==> src/hdl/mfbp_pkg.sv <==
// Package for the MSB-first bit packer: request and result types, opcodes, constants.
// No dependencies.
`default_nettype none

package mfbp_pkg;

    localparam int MAX_FIELD_BITS_DEF = 32;
    localparam int BYTE_W             = 8;
    localparam int PEND_W             = BYTE_W - 1;
    localparam int QUEUE_DEPTH        = 2;
    localparam logic [BYTE_W-1:0] PAD_BYTE = 8'h00;

    typedef enum logic [0:0] {
        OP_APPEND = 1'b0,
        OP_FLUSH  = 1'b1
    } op_t;

    typedef struct packed {
        op_t         op;
        logic [31:0] field_bits;
        logic [5:0]  field_length;
    } in_item_t;

    typedef struct packed {
        logic [BYTE_W-1:0] out_byte;
        logic              last;
    } out_item_t;

endpackage

`default_nettype wire

==> src/hdl/mfbp_queue.sv <==
// Small register FIFO between the front and back parts of the bit packer.
// Uses mfbp_pkg.
`default_nettype none

module mfbp_queue
    import mfbp_pkg::*;
#(
    parameter int WIDTH = 8,
    parameter int DEPTH = QUEUE_DEPTH
) (
    input  wire logic             aclk,
    input  wire logic             aresetn,
    input  wire logic             push,
    input  wire logic [WIDTH-1:0] push_data,
    output logic                  full,
    input  wire logic             pop,
    output logic                  q_valid,
    output logic [WIDTH-1:0]      q_data
);

    localparam int PTR_W = (DEPTH > 1) ? $clog2(DEPTH) : 1;
    localparam int CNT_W = $clog2(DEPTH + 1);

    logic [WIDTH-1:0] mem_reg [DEPTH];
    logic [PTR_W-1:0] wr_ptr_reg, wr_ptr_next;
    logic [PTR_W-1:0] rd_ptr_reg, rd_ptr_next;
    logic [CNT_W-1:0] count_reg, count_next;
    logic             do_push, do_pop;

    assign full    = (count_reg == CNT_W'(DEPTH));
    assign q_valid = (count_reg != '0);
    assign q_data  = mem_reg[rd_ptr_reg];
    assign do_push = push && !full;
    assign do_pop  = pop && q_valid;

    always_comb begin
        wr_ptr_next = wr_ptr_reg;
        rd_ptr_next = rd_ptr_reg;
        count_next  = count_reg;
        if (do_push) begin
            wr_ptr_next = (wr_ptr_reg == PTR_W'(DEPTH - 1)) ? '0 : wr_ptr_reg + PTR_W'(1);
        end
        if (do_pop) begin
            rd_ptr_next = (rd_ptr_reg == PTR_W'(DEPTH - 1)) ? '0 : rd_ptr_reg + PTR_W'(1);
        end
        if (do_push && !do_pop) begin
            count_next = count_reg + CNT_W'(1);
        end else if (do_pop && !do_push) begin
            count_next = count_reg - CNT_W'(1);
        end
    end

    always_ff @(posedge aclk) begin
        if (!aresetn) begin
            wr_ptr_reg <= '0;
            rd_ptr_reg <= '0;
            count_reg  <= '0;
        end else begin
            wr_ptr_reg <= wr_ptr_next;
            rd_ptr_reg <= rd_ptr_next;
            count_reg  <= count_next;
        end
    end

    always_ff @(posedge aclk) begin
        if (do_push) begin
            mem_reg[wr_ptr_reg] <= push_data;
        end
    end

endmodule

`default_nettype wire

==> src/hdl/mfbp_front.sv <==
// Front part of the bit packer: accepts requests, merges leftover bits, queues byte jobs.
// Uses mfbp_pkg.
`default_nettype none

module mfbp_front
    import mfbp_pkg::*;
#(
    parameter int MAX_FIELD_BITS = MAX_FIELD_BITS_DEF,
    parameter int ACC_W          = MAX_FIELD_BITS + PEND_W,
    parameter int TOT_W          = $clog2(ACC_W + 1)
) (
    input  wire logic           aclk,
    input  wire logic           aresetn,
    input  wire logic           s_valid,
    output logic                s_ready,
    input  wire in_item_t       s_item,
    output logic                job_push,
    output logic [ACC_W-1:0]    job_acc,
    output logic [TOT_W-1:0]    job_total,
    input  wire logic           job_full
);

    localparam int LEN_W = $clog2(MAX_FIELD_BITS + 1);
    localparam int CNT_W = $clog2(BYTE_W);

    logic [PEND_W-1:0]   pend_reg, pend_next;
    logic [CNT_W-1:0]    cnt_reg, cnt_next;
    logic [LEN_W-1:0]    len_sat;
    logic [ACC_W+31:0]   value_wide;
    logic [ACC_W-1:0]    value_ext;
    logic [ACC_W-1:0]    acc;
    logic [TOT_W-1:0]    total;
    logic [CNT_W-1:0]    rem;
    logic [PEND_W-1:0]   rem_mask;
    logic [BYTE_W-1:0]   flush_byte;
    logic                accept;
    logic                is_flush;

    assign s_ready  = !job_full;
    assign accept   = s_valid && s_ready;
    assign is_flush = (s_item.op == OP_FLUSH);

    always_comb begin
        len_sat    = (s_item.field_length > 6'(MAX_FIELD_BITS)) ? LEN_W'(MAX_FIELD_BITS)
                                                               : LEN_W'(s_item.field_length);
        value_wide = {{ACC_W{1'b0}}, s_item.field_bits};
        value_ext  = value_wide[ACC_W-1:0] & ((ACC_W'(1) << len_sat) - ACC_W'(1));
        acc        = (ACC_W'(pend_reg) << len_sat) | value_ext;
        total      = TOT_W'(cnt_reg) + TOT_W'(len_sat);
        rem        = total[CNT_W-1:0];
        rem_mask   = (PEND_W'(1) << rem) - PEND_W'(1);
        flush_byte = (BYTE_W'(pend_reg) << ((CNT_W+1)'(BYTE_W) - (CNT_W+1)'(cnt_reg)))
                     | PAD_BYTE;
    end

    always_comb begin
        pend_next = pend_reg;
        cnt_next  = cnt_reg;
        job_push  = 1'b0;
        job_acc   = acc;
        job_total = total;
        if (is_flush) begin
            job_acc   = ACC_W'(flush_byte);
            job_total = TOT_W'(BYTE_W);
            if (accept) begin
                job_push  = (cnt_reg != '0);
                pend_next = '0;
                cnt_next  = '0;
            end
        end else if (accept) begin
            job_push  = (total >= TOT_W'(BYTE_W));
            pend_next = acc[PEND_W-1:0] & rem_mask;
            cnt_next  = rem;
        end
    end

    always_ff @(posedge aclk) begin
        if (!aresetn) begin
            pend_reg <= '0;
            cnt_reg  <= '0;
        end else begin
            pend_reg <= pend_next;
            cnt_reg  <= cnt_next;
        end
    end

endmodule

`default_nettype wire

==> src/hdl/mfbp_back.sv <==
// Back part of the bit packer: walks each queued job and emits one byte per cycle while the output is not stalled.
// Uses mfbp_pkg.
`default_nettype none

module mfbp_back
    import mfbp_pkg::*;
#(
    parameter int ACC_W = MAX_FIELD_BITS_DEF + PEND_W,
    parameter int TOT_W = $clog2(ACC_W + 1)
) (
    input  wire logic          aclk,
    input  wire logic          aresetn,
    input  wire logic          q_valid,
    input  wire logic [ACC_W-1:0] q_acc,
    input  wire logic [TOT_W-1:0] q_total,
    output logic               q_pop,
    output logic               m_valid,
    input  wire logic          m_ready,
    output out_item_t          m_item
);

    logic [ACC_W-1:0] acc_reg, acc_next;
    logic [TOT_W-1:0] sh_reg, sh_next;
    logic             busy_reg, busy_next;
    logic             m_valid_reg, m_valid_next;
    out_item_t        m_item_reg, m_item_next;
    logic             out_free, emit, last_b, fin;
    logic [ACC_W-1:0] shifted;

    assign out_free = !m_valid_reg || m_ready;
    assign emit     = busy_reg && out_free;
    assign last_b   = (sh_reg < TOT_W'(BYTE_W));
    assign fin      = emit && last_b;
    assign q_pop    = q_valid && (!busy_reg || fin);
    assign shifted  = acc_reg >> sh_reg;

    always_comb begin
        acc_next     = acc_reg;
        sh_next      = sh_reg;
        busy_next    = busy_reg;
        m_valid_next = m_valid_reg && !m_ready;
        m_item_next  = m_item_reg;
        if (emit) begin
            m_valid_next         = 1'b1;
            m_item_next.out_byte = shifted[BYTE_W-1:0];
            m_item_next.last     = last_b;
            sh_next              = sh_reg - TOT_W'(BYTE_W);
            if (last_b) begin
                busy_next = 1'b0;
            end
        end
        if (q_pop) begin
            acc_next  = q_acc;
            sh_next   = q_total - TOT_W'(BYTE_W);
            busy_next = 1'b1;
        end
    end

    always_ff @(posedge aclk) begin
        if (!aresetn) begin
            busy_reg    <= 1'b0;
            m_valid_reg <= 1'b0;
        end else begin
            busy_reg    <= busy_next;
            m_valid_reg <= m_valid_next;
        end
    end

    always_ff @(posedge aclk) begin
        acc_reg    <= acc_next;
        sh_reg     <= sh_next;
        m_item_reg <= m_item_next;
    end

    assign m_valid = m_valid_reg;
    assign m_item  = m_item_reg;

endmodule

`default_nettype wire

==> src/hdl/msb_first_bit_packer.sv <==
// Top level of the MSB-first bit packer: front, job queue and back parts.
// Uses mfbp_pkg, mfbp_front, mfbp_queue, mfbp_back.
//
//  channel | ports                     | carries
//  s_      | s_valid s_ready s_item    | op, field_bits, field_length
//  m_      | m_valid m_ready m_item    | out_byte, last
//
// The front takes one request per cycle while the two-entry job queue has room.
// The back emits one byte per cycle while m_ready does not stall the output register.
// A request completes up to (7 + MAX_FIELD_BITS) / 8 bytes, four with the default width.
// The first byte of a request passes through the job queue, the back part's job registers
// and the output register before it shows on m_valid; requests that complete no byte push
// no job. Reset is synchronous and clears leftover bits, queue and output.
// An output stall fills the output register, then the queue, then drops s_ready.
`default_nettype none

module msb_first_bit_packer
    import mfbp_pkg::*;
#(
    parameter int MAX_FIELD_BITS = MAX_FIELD_BITS_DEF
) (
    input  wire logic     aclk,
    input  wire logic     aresetn,
    input  wire logic     s_valid,
    output logic          s_ready,
    input  wire in_item_t s_item,
    output logic          m_valid,
    input  wire logic     m_ready,
    output out_item_t     m_item
);

    localparam int ACC_W = MAX_FIELD_BITS + PEND_W;
    localparam int TOT_W = $clog2(ACC_W + 1);
    localparam int JOB_W = ACC_W + TOT_W;

    logic             job_push, job_full, q_valid, q_pop;
    logic [ACC_W-1:0] job_acc;
    logic [TOT_W-1:0] job_total;
    logic [JOB_W-1:0] q_data;

    mfbp_front #(
        .MAX_FIELD_BITS(MAX_FIELD_BITS),
        .ACC_W(ACC_W),
        .TOT_W(TOT_W)
    ) u_front (
        .aclk(aclk),
        .aresetn(aresetn),
        .s_valid(s_valid),
        .s_ready(s_ready),
        .s_item(s_item),
        .job_push(job_push),
        .job_acc(job_acc),
        .job_total(job_total),
        .job_full(job_full)
    );

    mfbp_queue #(
        .WIDTH(JOB_W),
        .DEPTH(QUEUE_DEPTH)
    ) u_queue (
        .aclk(aclk),
        .aresetn(aresetn),
        .push(job_push),
        .push_data({job_total, job_acc}),
        .full(job_full),
        .pop(q_pop),
        .q_valid(q_valid),
        .q_data(q_data)
    );

    mfbp_back #(
        .ACC_W(ACC_W),
        .TOT_W(TOT_W)
    ) u_back (
        .aclk(aclk),
        .aresetn(aresetn),
        .q_valid(q_valid),
        .q_acc(q_data[ACC_W-1:0]),
        .q_total(q_data[JOB_W-1:ACC_W]),
        .q_pop(q_pop),
        .m_valid(m_valid),
        .m_ready(m_ready),
        .m_item(m_item)
    );

endmodule

`default_nettype wire

==> config.mk <==
export PLATFORM = sky130hd
export DESIGN_NAME = msb_first_bit_packer
export DESIGN_NICKNAME = d
export VERILOG_FILES = /design/src/hdl/mfbp_pkg.sv /design/src/hdl/mfbp_queue.sv /design/src/hdl/mfbp_front.sv /design/src/hdl/mfbp_back.sv /design/src/hdl/msb_first_bit_packer.sv
export SDC_FILE = /design/constraint.sdc
export NUM_CORES = 1
export LEC_CHECK = 0
export BUFFER_PORTS_ARGS = -buffer_cell sky130_fd_sc_hd__clkbuf_2
export CAP_MARGIN = 10
export CORE_MARGIN = 2
export CORE_UTILIZATION = 40
export CTS_CLUSTER_DIAMETER = 30
export DETAILED_ROUTE_END_ITERATION = 10
export PLACE_DENSITY = 0.6
export RECOVER_POWER = 100
export SLEW_MARGIN = 20
export SYNTH_ARGS = -nofsm -noshare
export SYNTH_HDL_FRONTEND = slang
export SYNTH_HIERARCHICAL = 1
export SYNTH_SLANG_ARGS = --single-unit
==> constraint.sdc <==
create_clock -name aclk -period 7.9 [get_ports aclk]
set_input_delay 1.58 -clock aclk [delete_from_list [all_inputs] [get_ports aclk]]
set_output_delay 1.58 -clock aclk [all_outputs]
set_load 0.02 [all_outputs]
==> out/metrics.csv <==
stage,metric,value,unit
status,outcome,finished with violations,
status,violations_in_the_final_reports,"capacitance limit, slew limit",
cells_and_area,fin_util,0.445,
routing,wl_met2,11.0,mm
clocking,ctsLongestPathBuffers,2,
floorplanning,core.rowCount,56,
floorplanning,full_die_area,0.0251,mm2
global_route,global_route_wire_length_before_repair,37.3,mm
timing,setup_viol_count_final,0,
synth,asyncSetResetFlopFracSynth,0,
cells_and_area,share_of_layout_cells_above_drive_strength_1,0.177,
synth,most_instantiated_flip_flop_cell_in_the_synthesis_netlist,edfxtp_1,
routing,avgViaCountPerCell,5.85,
setup_path,rr_endpoint,u_back/sh_reg[5],
setup_path,critical_path_class,input port to register,
routing,initialDrtViolationCount,507,
flow_run,maxCapViolations,5,
clocking,cts_setup_buffers,0,
global_route,grt_residual_overflow,0,
clocking,htreeDepth,4,
floorplanning,die_h,159,um
timing,slew_headroom,-0.712,
clocking,clock_latency,0.42,ns
floorplanning,design.core.area,0.0235,mm2
place,io_buffers,53,
global_route,gr-usage-all-layers,0.197,
min_path,start_point_of_the_worst_min_delay_path,u_back/busy_reg,
timing,hold-worst-slack,0.493,ns
power,cellLeakagePower,0.00362,uW
routing,wl_per_cell,20.5,um
cells_and_area,antenna_cells,0,
clocking,cts.sinks,161,
synth,ys_seq_area_frac,0.488,
clocking,ctsHoldBuffers,0,
floorplanning,fp.dieW,159,um
setup_path,rr_startpoint,u_back/sh_reg[3],
floorplanning,io-pin-count,54,
synth,synth-seq-cells,161,
routing,num_vias,6790,
synth,synth_edf_count,144,
timing,grt_setup_unrepaired,false,
cells_and_area,final_net_count,881,
setup_path,startpoint_types,input port,
global_route,grt_antenna_before_repair,0,
routing,drt_pass1_iterations,5,
routing,top_layer_used,met4,
place,dp.final_hpwl,17.0,mm
timing,final.setup.tns,0,ns
timing,final_clock_skew,0.0150,ns
timing,achievable_freq,166,MHz
clocking,tritoncts,built,
setup_path,logic_depth_of_the_worst_register_to_register_path,5,
timing,max_slew.worst_pin.slew,2.57,ns
synth,avgSynthCellArea,11.7,um2
timing,finalHoldViolations,0,
setup_path,crit_required,7.94,ns
synth,synth_area,0.00956,mm2
synth,synth_fp_nets,867,
timing,final_min_period_over_clock_period,0.764,
setup_path,r2r_setup_slack,3.79,ns
synth,netlist-cell-type-count,81,
min_path,worst_hold_path_type,register to register,
clocking,ctsResizeCount,0,
setup_path,critical_path.cell_chain,clkbuf_1 > clkbuf_1 > inv_2 > nand2_1 > inv_1 > ha_1 > a21oi_1 > mux2_1 > a221oi_1 > inv_1 > nor3_4 > buf_4,
synth,postSynthCellCount,814,
routing,met3RoutedLength,1.44,mm
setup_path,path_delay_family,buffers and inverters,
routing,ant_nets,0,
setup_path,cp.arrival,6.08,ns
power,ir_worst_vdd,0.169,mV
routing,drcViolationCount,0,
cells_and_area,multi_input_area,0.00438,mm2
setup_path,crit_fanout,46,
power,power.density_cell_area,328,mW/mm2
cells_and_area,leading_cell_type_in_the_layout_fill_and_taps_excluded,edfxtp_1,
synth,synth.yosys.warnings,6,
cells_and_area,layout.filler_cells,2188,
clocking,worst_setup_hold_path_clk_slew,0.06,ns
min_path,min_path_cells,1,
timing,layout_min_cycle_time,6.04,ns
timing,slew_violations,213,
setup_path,crit_buf_inv,6,
cells_and_area,layout_common_cells,"edfxtp_1 (144), nand2_1 (66), nor2_1 (48)",
setup_path,timing.critical_path.to_type,register,
cells_and_area,max_ffs_per_register,90,
cells_and_area,seqCellArea,0.00467,mm2
cells_and_area,area_grow_syn2layout,9.31,%
setup_path,slowest_stage,clkbuf_1,
routing,wl_met1,10.7,mm
floorplanning,initial_core_util,0.407,
global_route,grt_start_max_net_pins,47,
setup_path,cp_max_stage_delay,1.24,ns
clocking,cts_made_buffers,17,
routing,postRouteWirelength,23.8,mm
global_route,first_global_vias,6516,
place,gp_congestion,0.983,
clocking,clock_tree.root_cell,clkbuf_16,
min_path,hold_path_end,u_back/m_valid,
-- logic make-up (layout without fill, tap and decap cells) --
group / after synthesis / count (layout) / share of synthesized area
buffers and inverters: 97 / 124 / 0.0484
AO/OA/AOI/OAI: 166 / 166 / 0.128
AND/OR/NAND/NOR: 237 / 237 / 0.125
flip-flops: 161 / 161 / 0.488
XOR/XNOR: 17 / 17 / 0.0164
adder cells (fa/ha/maj): 10 / 10 / 0.0139
multiplexers: 126 / 126 / 0.180
-- final cells by class --
cell class,instances,share of cell area
Clock buffer,24,0.0452
Timing Repair Buffer,61,0.0289
Multi-Input combinational cell,556,0.420
Clock inverter,8,0.0102
Inverter,31,0.0111
Sequential cell,161,0.447
Tap cell,319,0.0382
-- cell usage after synthesis (5+ instances only) --
cell type | count | area share
a21boi_0 | 6 | 0.0047
buf_2 | 22 | 0.012
inv_1 | 26 | 0.010
o31ai_1 | 5 | 0.0039
a22oi_1 | 13 | 0.010
o22ai_1 | 7 | 0.0046
nand2_1 | 65 | 0.026
buf_4 | 11 | 0.0086
nor2_1 | 47 | 0.018
dfxtp_1 | 17 | 0.036
nand3_1 | 42 | 0.022
edfxtp_1 | 144 | 0.45
a32oi_1 | 6 | 0.0055
a21o_1 | 5 | 0.0039
xnor2_1 | 8 | 0.0073
and3_1 | 9 | 0.0059
mux4_2 | 26 | 0.061
clkbuf_1 | 25 | 0.0098
o32ai_1 | 9 | 0.0082
mux2i_1 | 42 | 0.044
a32o_1 | 7 | 0.0073
o21ai_0 | 25 | 0.013
a31oi_1 | 10 | 0.0065
mux2_2 | 53 | 0.062
xor2_1 | 8 | 0.0073
a21oi_1 | 19 | 0.010
o21ai_1 | 9 | 0.0047
o211ai_1 | 5 | 0.0039
ha_1 | 9 | 0.012
nor3_1 | 13 | 0.0068
nor2b_1 | 16 | 0.010
-- where the power goes --
group / switching (uW) / internal, uW
sequential: 151 / 1220
clock: 311 / 483
combinational: 708 / 549
-- layer usage --
metal  vias to the layer above  track usage
met1                      3316        0.278
met4                         0       0.0729
met3                        44       0.0327
met2                       271        0.307
li1                       3159            -
met5                         -            0
-- through the flow --
step	setup WS [ns]	cells	cell area, um2	total power [uW]
5_1_grt	1.47	1160	10400	3620
4_1_cts	2.80	1159	10500	3450
2_1_floorplan	2.20	814	9560	2360
3_5_place_dp	2.37	1127	9930	2650
3_3_place_gp	2.44	1127	9930	2640
6_report	1.86	1160	10400	3420
-- worst max-delay path by stage --
stage                    from  cells after the start  slack, ns                     end
global route        s_item[5]                     12       1.47  u_queue/mem_reg[0][31]
global placement    s_item[5]                     10       2.44  u_queue/mem_reg[1][25]
finish              s_item[5]                     12       1.86  u_queue/mem_reg[0][32]
floorplan           s_item[5]                     12       2.20   u_queue/mem_reg[0][0]
CTS                 s_item[5]                     10       2.80  u_queue/mem_reg[1][13]
detailed placement  s_item[5]                     10       2.37  u_queue/mem_reg[1][25]
Power figures use the tool's default switching activity.
